## src/hdl/eta_pkg.sv

```systemverilog
`default_nettype none

package eta_pkg;

    // Default table depth.
    localparam int unsigned MAX_EXTENTS_DEF = 16;

    // Opcodes.
    localparam logic [3:0] OP_MARK_USED   = 4'd0;
    localparam logic [3:0] OP_MARK_UNUSED = 4'd1;
    localparam logic [3:0] OP_IS_USED     = 4'd2;
    localparam logic [3:0] OP_FIND_FIRST  = 4'd3;
    localparam logic [3:0] OP_FIRST_FREE  = 4'd4;
    localparam logic [3:0] OP_USED_TOTAL  = 4'd5;
    localparam logic [3:0] OP_FREE_TOTAL  = 4'd6;
    localparam logic [3:0] OP_LIST_USED   = 4'd7;
    localparam logic [3:0] OP_LIST_FREE   = 4'd8;

    // Result status codes.
    localparam logic [1:0] ST_OK   = 2'd0;
    localparam logic [1:0] ST_NO   = 2'd1;
    localparam logic [1:0] ST_FULL = 2'd2;

    // Configuration register indexes.
    localparam logic CFG_RANGE_BASE   = 1'b0;
    localparam logic CFG_RANGE_LENGTH = 1'b1;

    // One extent [ext_start, ext_end).
    typedef struct packed {
        logic [31:0] ext_start;
        logic [31:0] ext_end;
    } t_ext;

endpackage

`default_nettype wire

```

## src/hdl/eta_cell.sv

```systemverilog
`default_nettype none

module eta_cell
    import eta_pkg::*;
#(
    parameter int unsigned IW    = 4,
    parameter int unsigned INDEX = 0
) (
    input  wire logic          i_clk,
    input  wire logic          i_shift,
    input  wire logic          i_push,
    input  wire logic [IW-1:0] i_widx,
    input  wire t_ext          i_wdata,
    input  wire t_ext          i_next,
    output t_ext               o_data
);

    t_ext r_ext;
    logic w_sel;

    // The tail write wins over the shift, so an entry can be recycled in the
    // same cycle that the queue moves toward the head.
    assign w_sel = i_push && (i_widx == IW'(INDEX));

    always_ff @(posedge i_clk) begin
        if (w_sel) begin
            r_ext <= i_wdata;
        end else if (i_shift) begin
            r_ext <= i_next;
        end
    end

    assign o_data = r_ext;

endmodule

`default_nettype wire

```

## src/hdl/extent_table_allocator.sv

```systemverilog
// A query request scans every entry and then the pseudo entry at the range end
// before its final result; mark used and mark unused that change the table add
// a rebuild pass through the cell chain. A list request gives each region's result
// once the scan reaches the next region, and the last one at the end of the scan.
// One request at a time: a new request is taken only once the previous one has
// finished its walk through the cell chain; a stalled result channel holds the
// walk until the result can be given.
// Reset clears the extent count, the high-water mark and the range registers.
// Table contents are not cleared and are never read before being written.
`default_nettype none

module extent_table_allocator
    import eta_pkg::*;
#(
    parameter int unsigned MAX_EXTENTS = MAX_EXTENTS_DEF
) (
    input  wire logic        i_clk,
    input  wire logic        i_rst_n,
    // Configuration write port.
    input  wire logic        i_cfg_we,
    input  wire logic        i_cfg_index,
    input  wire logic [31:0] i_cfg_data,
    // Request channel.
    input  wire logic        i_in_valid,
    output logic             o_in_ready,
    input  wire logic [3:0]  i_opcode,
    input  wire logic [31:0] i_start_req,
    input  wire logic [31:0] i_length,
    // Result channel.
    output logic             o_out_valid,
    input  wire logic        i_out_ready,
    output logic [1:0]       o_status,
    output logic [31:0]      o_region_start,
    output logic [31:0]      o_region_length,
    output logic [4:0]       o_hit_count,
    output logic [31:0]      o_high_water,
    output logic             o_last_result
);

    // Cell index width, count width, and a width that also holds count + 1.
    localparam int unsigned IW = $clog2(MAX_EXTENTS);
    localparam int unsigned CW = $clog2(MAX_EXTENTS + 1);
    localparam int unsigned KW = $clog2(MAX_EXTENTS + 2);

    typedef enum logic [2:0] {
        S_IDLE  = 3'b001,
        S_SCAN  = 3'b010,
        S_BUILD = 3'b100
    } t_state;

    // The table lives in a chain of cells that works as a queue: cell 0 is the
    // head, and every pop moves each entry one cell toward the head. A scan
    // pops the head and writes it back at the tail, so after extent_count
    // steps the table is back in place. A rebuild pops the old entries and
    // pushes the new list at the tail.
    t_ext w_cell [MAX_EXTENTS];
    t_ext w_wdata;
    logic w_pop;
    logic w_push;
    logic [CW-1:0] w_widx;

    genvar g;
    generate
        for (g = 0; g < MAX_EXTENTS; g++) begin : g_cell
            t_ext w_nb;
            if (g == MAX_EXTENTS - 1) begin : g_tail
                assign w_nb = w_wdata;
            end else begin : g_mid
                assign w_nb = w_cell[g+1];
            end
            eta_cell #(
                .IW    (IW),
                .INDEX (g)
            ) u_cell (
                .i_clk   (i_clk),
                .i_shift (w_pop),
                .i_push  (w_push),
                .i_widx  (w_widx[IW-1:0]),
                .i_wdata (w_wdata),
                .i_next  (w_nb),
                .o_data  (w_cell[g])
            );
        end
    endgenerate

    // Control state.
    t_state        r_state, n_state;
    logic [CW-1:0] r_count, n_count;
    logic [CW-1:0] r_occ, n_occ;
    logic [KW-1:0] r_k, n_k;
    logic [31:0]   r_max, n_max;
    logic [31:0]   r_base, r_rlen;
    logic          r_ov, n_ov;
    logic          r_held_v, n_held_v;
    logic          r_pend_v, n_pend_v;
    logic          r_placed, n_placed;
    logic          r_flag, n_flag;
    logic          r_merged, n_merged;

    // Request payload and per-request working values.
    logic [3:0]    r_op, n_op;
    logic [31:0]   r_s, n_s;
    logic [32:0]   r_e, n_e;
    logic [31:0]   r_len, n_len;
    logic [31:0]   r_rend, n_rend;
    logic [31:0]   r_cur, n_cur;
    logic [31:0]   r_acc, n_acc;
    logic [31:0]   r_ms, n_ms;
    logic [32:0]   r_me, n_me;
    logic [CW-1:0] r_hits, n_hits;
    logic [KW-1:0] r_nn, n_nn;
    logic [31:0]   r_held_s, n_held_s;
    logic [31:0]   r_held_l, n_held_l;
    t_ext          r_pend, n_pend;

    // Output register.
    logic [1:0]    r_st, n_st;
    logic [31:0]   r_rs, n_rs;
    logic [31:0]   r_rl, n_rl;
    logic [4:0]    r_hc, n_hc;
    logic [31:0]   r_hw, n_hw;
    logic          r_last, n_last;

    // Step logic.
    logic          w_can_emit;
    logic [32:0]   w_rsum;
    logic          w_is_ent, w_is_pseudo;
    logic [31:0]   w_a, w_b;
    logic [31:0]   w_hi, w_gap_len, w_used_len, w_minl;
    logic          w_gap_v, w_cand_v, w_need_emit;
    logic [31:0]   w_cand_s, w_cand_l;
    logic          w_hit, w_lo_part, w_hi_part;
    logic          w_reject, w_full;
    t_ext          w_merged_ext;

    assign w_can_emit = !r_ov || i_out_ready;
    assign w_rsum     = {1'b0, r_base} + {1'b0, r_rlen};
    assign w_is_ent   = r_k < KW'(r_count);
    assign w_is_pseudo = r_k == KW'(r_count);

    // Past the last entry the scan sees a pseudo entry at the range end, which
    // closes the final free gap.
    assign w_a = w_is_ent ? w_cell[0].ext_start : r_rend;
    assign w_b = w_is_ent ? w_cell[0].ext_end   : 32'd0;

    assign w_hi       = (w_a < r_rend) ? w_a : r_rend;
    assign w_gap_v    = w_hi > r_cur;
    assign w_gap_len  = w_hi - r_cur;
    assign w_used_len = w_b - w_a;
    assign w_minl     = ((r_op == OP_FIRST_FREE) || (r_len == 32'd0)) ? 32'd1 : r_len;

    assign w_hit     = ({1'b0, w_a} < r_e) && (w_b > r_s);
    assign w_lo_part = w_a < r_s;
    assign w_hi_part = r_e < {1'b0, w_b};

    assign w_merged_ext = '{ext_start: r_ms, ext_end: r_me[31:0]};

    assign w_reject = (r_len == 32'd0) || (r_s < r_base) || (r_e > {1'b0, r_rend}) || r_flag;
    assign w_full   = !r_merged && (r_count == CW'(MAX_EXTENTS));

    always_comb begin
        w_cand_v = 1'b0;
        w_cand_s = r_cur;
        w_cand_l = w_gap_len;
        if (r_op == OP_LIST_USED) begin
            w_cand_v = w_is_ent && (w_used_len >= r_len);
            w_cand_s = w_a;
            w_cand_l = w_used_len;
        end else if ((r_op == OP_FIND_FIRST) || (r_op == OP_FIRST_FREE)
                     || (r_op == OP_LIST_FREE)) begin
            w_cand_v = w_gap_v && (w_gap_len >= w_minl);
        end
    end

    // A list result goes out only once the next one is found, so that the
    // last one can carry the last flag.
    assign w_need_emit = ((r_op == OP_LIST_USED) || (r_op == OP_LIST_FREE))
                         && w_cand_v && r_held_v;

    always_comb begin
        n_state  = r_state;
        n_count  = r_count;
        n_occ    = r_occ;
        n_k      = r_k;
        n_max    = r_max;
        n_held_v = r_held_v;
        n_pend_v = r_pend_v;
        n_placed = r_placed;
        n_flag   = r_flag;
        n_merged = r_merged;
        n_op     = r_op;
        n_s      = r_s;
        n_e      = r_e;
        n_len    = r_len;
        n_rend   = r_rend;
        n_cur    = r_cur;
        n_acc    = r_acc;
        n_ms     = r_ms;
        n_me     = r_me;
        n_hits   = r_hits;
        n_nn     = r_nn;
        n_held_s = r_held_s;
        n_held_l = r_held_l;
        n_pend   = r_pend;
        n_st     = r_st;
        n_rs     = r_rs;
        n_rl     = r_rl;
        n_hc     = r_hc;
        n_hw     = r_hw;
        n_last   = r_last;
        n_ov     = r_ov && !i_out_ready;
        w_pop    = 1'b0;
        w_push   = 1'b0;
        w_wdata  = w_cell[0];

        unique case (r_state)
            S_IDLE: begin
                if (i_in_valid) begin
                    n_op     = i_opcode;
                    n_s      = i_start_req;
                    n_e      = {1'b0, i_start_req} + {1'b0, i_length};
                    n_len    = i_length;
                    n_rend   = w_rsum[32] ? 32'hFFFF_FFFF : w_rsum[31:0];
                    n_k      = '0;
                    n_occ    = r_count;
                    n_cur    = r_base;
                    n_acc    = '0;
                    n_flag   = 1'b0;
                    n_merged = 1'b0;
                    n_ms     = i_start_req;
                    n_me     = {1'b0, i_start_req} + {1'b0, i_length};
                    n_hits   = '0;
                    n_nn     = '0;
                    n_held_v = 1'b0;
                    n_state  = S_SCAN;
                end
            end

            S_SCAN: begin
                if (w_is_ent || w_is_pseudo) begin
                    if (!w_need_emit || w_can_emit) begin
                        n_k = r_k + KW'(1);
                        if (w_is_ent) begin
                            w_pop  = 1'b1;
                            w_push = 1'b1;
                        end
                        if (w_b > r_cur) begin
                            n_cur = w_b;
                        end
                        if (w_need_emit) begin
                            n_ov   = 1'b1;
                            n_st   = ST_OK;
                            n_rs   = r_held_s;
                            n_rl   = r_held_l;
                            n_hc   = '0;
                            n_hw   = r_max;
                            n_last = 1'b0;
                        end
                        priority case (r_op)
                            OP_MARK_USED: begin
                                if (w_is_ent) begin
                                    if ((w_a <= r_s) && (r_e <= {1'b0, w_b})) begin
                                        n_flag = 1'b1;
                                    end
                                    if (({1'b0, w_a} <= r_e) && (w_b >= r_s)) begin
                                        n_merged = 1'b1;
                                        if (w_a < r_ms) begin
                                            n_ms = w_a;
                                        end
                                        if ({1'b0, w_b} > r_me) begin
                                            n_me = {1'b0, w_b};
                                        end
                                    end
                                end
                            end
                            OP_MARK_UNUSED: begin
                                if (w_is_ent) begin
                                    if (w_hit) begin
                                        n_hits = r_hits + CW'(1);
                                        n_nn   = r_nn + KW'(w_lo_part) + KW'(w_hi_part);
                                    end else begin
                                        n_nn   = r_nn + KW'(1);
                                    end
                                end
                            end
                            OP_IS_USED: begin
                                if (w_is_ent && (w_a <= r_s) && (r_e <= {1'b0, w_b})) begin
                                    n_flag = 1'b1;
                                end
                            end
                            OP_FIND_FIRST, OP_FIRST_FREE: begin
                                if (w_cand_v && !r_held_v) begin
                                    n_held_v = 1'b1;
                                    n_held_s = w_cand_s;
                                    n_held_l = w_cand_l;
                                end
                            end
                            OP_USED_TOTAL: begin
                                if (w_is_ent) begin
                                    n_acc = r_acc + w_used_len;
                                end
                            end
                            OP_FREE_TOTAL: begin
                                if (w_gap_v) begin
                                    n_acc = r_acc + w_gap_len;
                                end
                            end
                            OP_LIST_USED, OP_LIST_FREE: begin
                                if (w_cand_v) begin
                                    n_held_v = 1'b1;
                                    n_held_s = w_cand_s;
                                    n_held_l = w_cand_l;
                                end
                            end
                            default: begin
                            end
                        endcase
                    end
                end else begin
                    // Final step: either start the rebuild or give the result.
                    if ((r_op == OP_MARK_USED) && !w_reject && !w_full) begin
                        n_state  = S_BUILD;
                        n_k      = '0;
                        n_occ    = r_count;
                        n_pend_v = 1'b0;
                        n_placed = 1'b0;
                    end else if ((r_op == OP_MARK_UNUSED) && (r_nn <= KW'(MAX_EXTENTS))
                                 && (r_hits != '0)) begin
                        n_state  = S_BUILD;
                        n_k      = '0;
                        n_occ    = r_count;
                        n_pend_v = 1'b0;
                        n_placed = 1'b0;
                    end else if (w_can_emit) begin
                        n_ov    = 1'b1;
                        n_st    = ST_NO;
                        n_rs    = '0;
                        n_rl    = '0;
                        n_hc    = '0;
                        n_hw    = r_max;
                        n_last  = 1'b1;
                        n_state = S_IDLE;
                        priority case (r_op)
                            OP_MARK_USED: begin
                                n_st = w_reject ? ST_NO : ST_FULL;
                            end
                            OP_MARK_UNUSED: begin
                                n_st = (r_nn > KW'(MAX_EXTENTS)) ? ST_FULL : ST_NO;
                            end
                            OP_IS_USED: begin
                                n_st = r_flag ? ST_OK : ST_NO;
                            end
                            OP_FIND_FIRST, OP_FIRST_FREE, OP_LIST_USED, OP_LIST_FREE: begin
                                if (r_held_v) begin
                                    n_st = ST_OK;
                                    n_rs = r_held_s;
                                    n_rl = r_held_l;
                                end
                            end
                            OP_USED_TOTAL, OP_FREE_TOTAL: begin
                                n_st = ST_OK;
                                n_rl = r_acc;
                            end
                            default: begin
                            end
                        endcase
                    end
                end
            end

            S_BUILD: begin
                // A split or the newly placed extent can yield two entries
                // from one; the second waits in the pending register.
                if (r_pend_v) begin
                    w_push   = 1'b1;
                    w_wdata  = r_pend;
                    n_pend_v = 1'b0;
                end else if (w_is_ent) begin
                    w_pop = 1'b1;
                    n_k   = r_k + KW'(1);
                    if (r_op == OP_MARK_USED) begin
                        if (w_b < r_s) begin
                            w_push = 1'b1;
                        end else if ({1'b0, w_a} > r_e) begin
                            w_push = 1'b1;
                            if (!r_placed) begin
                                w_wdata  = w_merged_ext;
                                n_placed = 1'b1;
                                n_pend_v = 1'b1;
                                n_pend   = w_cell[0];
                            end
                        end
                    end else begin
                        if (!w_hit) begin
                            w_push = 1'b1;
                        end else if (w_lo_part) begin
                            w_push  = 1'b1;
                            w_wdata = '{ext_start: w_a, ext_end: r_s};
                            if (w_hi_part) begin
                                n_pend_v = 1'b1;
                                n_pend   = '{ext_start: r_e[31:0], ext_end: w_b};
                            end
                        end else if (w_hi_part) begin
                            w_push  = 1'b1;
                            w_wdata = '{ext_start: r_e[31:0], ext_end: w_b};
                        end
                    end
                end else if ((r_op == OP_MARK_USED) && !r_placed) begin
                    w_push   = 1'b1;
                    w_wdata  = w_merged_ext;
                    n_placed = 1'b1;
                end else if (w_can_emit) begin
                    n_count = r_occ;
                    if ((r_op == OP_MARK_USED) && (r_e > {1'b0, r_max})) begin
                        n_max = r_e[31:0];
                    end
                    n_ov    = 1'b1;
                    n_st    = ST_OK;
                    n_rs    = '0;
                    n_rl    = '0;
                    n_hc    = (r_op == OP_MARK_UNUSED) ? 5'(r_hits) : 5'd0;
                    n_hw    = ((r_op == OP_MARK_USED) && (r_e > {1'b0, r_max}))
                              ? r_e[31:0] : r_max;
                    n_last  = 1'b1;
                    n_state = S_IDLE;
                end
            end

            default: begin
                n_state = S_IDLE;
            end
        endcase

        n_occ = n_occ - CW'(w_pop) + CW'(w_push);
    end

    // The tail slot sits behind the entries that remain after this pop.
    assign w_widx = r_occ - CW'(w_pop);

    always_ff @(posedge i_clk) begin
        if (!i_rst_n) begin
            r_state  <= S_IDLE;
            r_count  <= '0;
            r_occ    <= '0;
            r_k      <= '0;
            r_max    <= '0;
            r_base   <= '0;
            r_rlen   <= '0;
            r_ov     <= 1'b0;
            r_held_v <= 1'b0;
            r_pend_v <= 1'b0;
            r_placed <= 1'b0;
            r_flag   <= 1'b0;
            r_merged <= 1'b0;
        end else begin
            r_state  <= n_state;
            r_count  <= n_count;
            r_occ    <= n_occ;
            r_k      <= n_k;
            r_max    <= n_max;
            r_ov     <= n_ov;
            r_held_v <= n_held_v;
            r_pend_v <= n_pend_v;
            r_placed <= n_placed;
            r_flag   <= n_flag;
            r_merged <= n_merged;
            if (i_cfg_we) begin
                unique case (i_cfg_index)
                    CFG_RANGE_BASE:   r_base <= i_cfg_data;
                    CFG_RANGE_LENGTH: r_rlen <= i_cfg_data;
                    default: begin
                    end
                endcase
            end
        end
    end

    always_ff @(posedge i_clk) begin
        r_op     <= n_op;
        r_s      <= n_s;
        r_e      <= n_e;
        r_len    <= n_len;
        r_rend   <= n_rend;
        r_cur    <= n_cur;
        r_acc    <= n_acc;
        r_ms     <= n_ms;
        r_me     <= n_me;
        r_hits   <= n_hits;
        r_nn     <= n_nn;
        r_held_s <= n_held_s;
        r_held_l <= n_held_l;
        r_pend   <= n_pend;
        r_st     <= n_st;
        r_rs     <= n_rs;
        r_rl     <= n_rl;
        r_hc     <= n_hc;
        r_hw     <= n_hw;
        r_last   <= n_last;
    end

    assign o_in_ready      = (r_state == S_IDLE);
    assign o_out_valid     = r_ov;
    assign o_status        = r_st;
    assign o_region_start  = r_rs;
    assign o_region_length = r_rl;
    assign o_hit_count     = r_hc;
    assign o_high_water    = r_hw;
    assign o_last_result   = r_last;

    // The table never holds more extents than it has cells.
    a_count_bound: assert property (@(posedge i_clk) disable iff (!i_rst_n)
        r_count <= CW'(MAX_EXTENTS))
        else $error("extent count above table depth");

    // A rebuild never overflows the chain.
    a_occ_bound: assert property (@(posedge i_clk) disable iff (!i_rst_n)
        (r_state == S_BUILD) |-> (r_occ <= CW'(MAX_EXTENTS)))
        else $error("rebuild queue overflow");

    // The high-water mark never falls.
    a_hw_mono: assert property (@(posedge i_clk) disable iff (!i_rst_n)
        ##1 (r_max >= $past(r_max)))
        else $error("high-water mark decreased");

    // The table only changes size at the end of a rebuild.
    a_count_stable: assert property (@(posedge i_clk) disable iff (!i_rst_n)
        (r_state != S_BUILD) |=> (r_count == $past(r_count)))
        else $error("extent count changed outside a rebuild");

endmodule

`default_nettype wire
```

## config.mk

```make
export PLATFORM = sky130hd
export DESIGN_NAME = extent_table_allocator
export DESIGN_NICKNAME = d
export VERILOG_FILES = /design/src/hdl/eta_pkg.sv /design/src/hdl/eta_cell.sv /design/src/hdl/extent_table_allocator.sv
export SDC_FILE = /design/constraint.sdc
export NUM_CORES = 2
export LEC_CHECK = 0
export BUFFER_PORTS_ARGS = -buffer_cell sky130_fd_sc_hd__buf_2
export CORE_ASPECT_RATIO = 1.5
export CORE_MARGIN = 3
export CORE_UTILIZATION = 35
export DETAILED_ROUTE_END_ITERATION = 16
export PLACE_DENSITY = 0.47
export SYNTH_ARGS = -nofsm -noshare
export SYNTH_HDL_FRONTEND = slang
export SYNTH_SLANG_ARGS = --single-unit
```

## constraint.sdc

```tcl
create_clock -name i_clk -period 26.5 [get_ports i_clk]
set_input_delay 1.325 -clock i_clk [delete_from_list [all_inputs] [get_ports i_clk]]
set_output_delay 1.325 -clock i_clk [all_outputs]
set_load 0.02 [all_outputs]
```

==> flow_summary.json <==
{
  "drive_above_1_share": 0.211,
  "critical_path.reg2reg.startpoint": "r_count[1]",
  "drt_pass1_iterations": 5,
  "hpwl_mm": 236,
  "hold_path_class": "reg2reg",
  "yosysTopAreaCellShare": 0.511,
  "core_sq_mm": 0.255,
  "seq_area_frac_synth": 0.537,
  "maxSlewViolCount": 0,
  "die-area_sq_mm": 0.263,
  "clock_path_buffers": 4,
  "syn_nets": 7917,
  "crit_start": "r_count[1]",
  "rrSetupSlack_ns": 11.69,
  "hold_viol_final": 0,
  "cp-endpoint": "g_cell[3].u_cell.o_data[41]",
  "crit_path_start_kind": "register",
  "tightest_slew_ns": 1.34,
  "finalSetupTns_ns": 0,
  "fin_ws_ns": 11.69,
  "drv_cap": 0,
  "grt_antenna_before_repair": 10,
  "outcome": "completed",
  "clk_latency_ns": 0.84,
  "critPathArrivalTime_ns": 15.27,
  "ff2ff_path_depth": 54,
  "leakage_nw": 38.9,
  "syn-instance-count": 7217,
  "yosysMostFrequentCell": "edfxtp_1",
  "synth_common_cells": "1528 x edfxtp_1, 759 x nand2_1, 741 x mux2_2",
  "cts_tree": "built",
  "detailroute.via_count": 58946,
  "synthDistinctLibCells": 97,
  "path_class": "reg2reg",
  "syn_area_sq_mm": 0.0899,
  "synth_seq_cells": 1648,
  "first_global_vias": 60663,
  "finalCritPeriodShare": 0.559,
  "critPathCaptureType": "register",
  "setup_viol": 0,
  "fin_nets": 8109,
  "drcViolationCount": 0,
  "dp_slack_ns": 11.64,
  "gp_congestion": 0.955,
  "fmax_ghz": 0.0675,
  "synth.largest_area_cell": "edfxtp_1",
  "start_util": 0.352,
  "synth.area.top_cells": "edfxtp_1 51%, mux2_2 9.3%, ha_1 8.2%, nand2_1 3.2%, dfxtp_1 2.7%",
  "ys_warn_count": 0,
  "synth-edff-count": 1528,
  "area.growth.synth_to_final_pct": 11.6,
  "synthFlopType": "edfxtp_1",
  "power.density_mw_per_mm2": 63.4,
  "rsz0062_at_grt": "no",
  "totalWireLength_mm": 302,
  "finClkSkew_ns": 0.0447,
  "root_buffer": "clkbuf_16",
  "worstReg2RegEnd": "g_cell[3].u_cell.o_data[41]",
  "cts.sinks": 1648,
  "h-tree-depth": 4,
  "grt_usage": 0.227,
  "drt_iter0_drc": 4133,
  "cp_slowest_cell": "nand2_4",
  "cts_buffers": 178,
  "wl_per_cell_microns": 27.7,
  "grt_pass1_wl_mm": 434,
  "io_pins": 212,
  "cp.required_ns": 26.95,
  "slowest_delay_ns": 0.78,
  "fin_area_sq_mm": 0.100,
  "grt_start_max_net_pins": 110,
  "clkTransAtPathRegs_ns": 0.06,
  "overflow": 0,
  "die_h_microns": 627,
  "vdd_drop_max_mv": 0.0460,
  "syn_avg_cell_area_sq_um": 12.5,
  "post_cts_resized": 0,
  "post_dp_cell_area_sq_mm": 0.0949,
  "rows": 227,
  "postCtsSetupBuffers": 0,
  "crit_fanout": 109,
  "port-buffer-count": 211,
  "synthArstFlopShare": 0,
  "vias_per_cell": 5.42,
  "slew_headroom": 0.0972,
  "die_w_microns": 420,
  "cts_hold_buffers": 0,
  "nFillCells": 24194,
  "period_needed_ns": 14.81,
  "postRouteAntennaNets": 0
}
cells in the final DEF, fill, tap and decap left out, drive strengths merged, types with 73 or more instances in the layout:
cell type / netlist / routed
a21boi: 77 / 77
a21o: 195 / 195
a21oi: 275 / 275
buf: 198 / 374
clkbuf: 164 / 221
dfxtp: 120 / 120
edfxtp: 1528 / 1528
ha: 587 / 587
inv: 425 / 432
mux2: 972 / 972
mux2i: 125 / 125
nand2: 760 / 760
nand3: 73 / 73
nand4: 87 / 87
nor2: 270 / 270
nor2b: 90 / 90
o21ai: 312 / 312
xnor2: 78 / 78
where the power goes:
group / total [mW] / internal (mW) / switching, mW / leakage [nW]
Sequential: 2.97 / 2.89 / 0.0749 / 14.9
Combinational: 0.957 / 0.332 / 0.624 / 21.3
Clock: 2.44 / 1.36 / 1.08 / 2.66
worst max-delay path, delay by kind of cell, from the launching register on:
kind | cells | cell delay, ns
AO/OA/AOI/OAI | 26 | 6.32
flip-flops | 1 | 0.34
buffers and inverters | 7 | 2.14
AND/OR/NAND/NOR | 13 | 3.02
multiplexers | 1 | 0.18
adder cells (fa/ha/maj) | 7 | 2.21
routing by layer:
metal | vias up | share of wire | global-route usage
li1 | 27415 | - | -
met1 | 29367 | 0.36 | 0.243
met2 | 1525 | 0.51 | 0.409
met3 | 639 | 0.036 | 0.0244
met4 | 0 | 0.091 | 0.168
met5 | - | 0 | 0
cell type report:
cell class / instances / area (sq um) / share of cell area
sequential: 1648 / 48300 / 0.481
clock buffer: 221 / 4690 / 0.0467
tap: 3320 / 4150 / 0.0414
antenna: 15 / 37.5 / 0.000374
clock inverter: 87 / 752 / 0.00749
inverter: 425 / 1600 / 0.0159
timing repair buffer: 374 / 2290 / 0.0229
multi-input combinational: 4782 / 38500 / 0.384
registers in the layout, indices dropped and copies added (netlist names), 33 cells and up:
register and flops:
r_me 33, r_pend 64, r_e 33, g_cell.u_cell.o_data 1024
worst min path at each step:
stage,from,endpoint,slack (ns),depth (start not counted)
finish,r_max[5],r_max[5],0.46,2
global route,r_max[14],r_max[14],0.47,2
CTS,r_max[14],r_max[14],0.46,2
detailed placement,r_max[5],r_max[5],0.45,2
global placement,r_max[24],r_max[24],0.44,2
floorplan,r_max[10],r_max[10],0.43,2
kinds of logic (layout without fill, tap and decap cells):
| logic type | count (synthesis) | count (layout) | share of synthesized area |
|---|---|---|---|
| AND/OR/NAND/NOR | 1560 | 1560 | 0.0802 |
| multiplexers | 1097 | 1097 | 0.140 |
| AO/OA/AOI/OAI | 1387 | 1387 | 0.104 |
| other | 0 | 15 | 0 |
| flip-flops | 1648 | 1648 | 0.537 |
| adder cells (fa/ha/maj) | 594 | 594 | 0.0833 |
| XOR/XNOR | 144 | 144 | 0.0140 |
| buffers and inverters | 787 | 1107 | 0.0410 |
metrics by stage:
stage	hold WS [ns]	util	std cells	power (mW)
after floorplan	0.435	-	7217	3.58
after global placement	0.442	0.371	10549	3.97
after detailed placement	0.448	0.371	10549	3.97
after CTS	0.457	0.393	10857	6.45
after global routing	0.469	0.393	10866	6.62
final	0.456	0.393	10872	6.36
(Power assumes the default switching activity.)
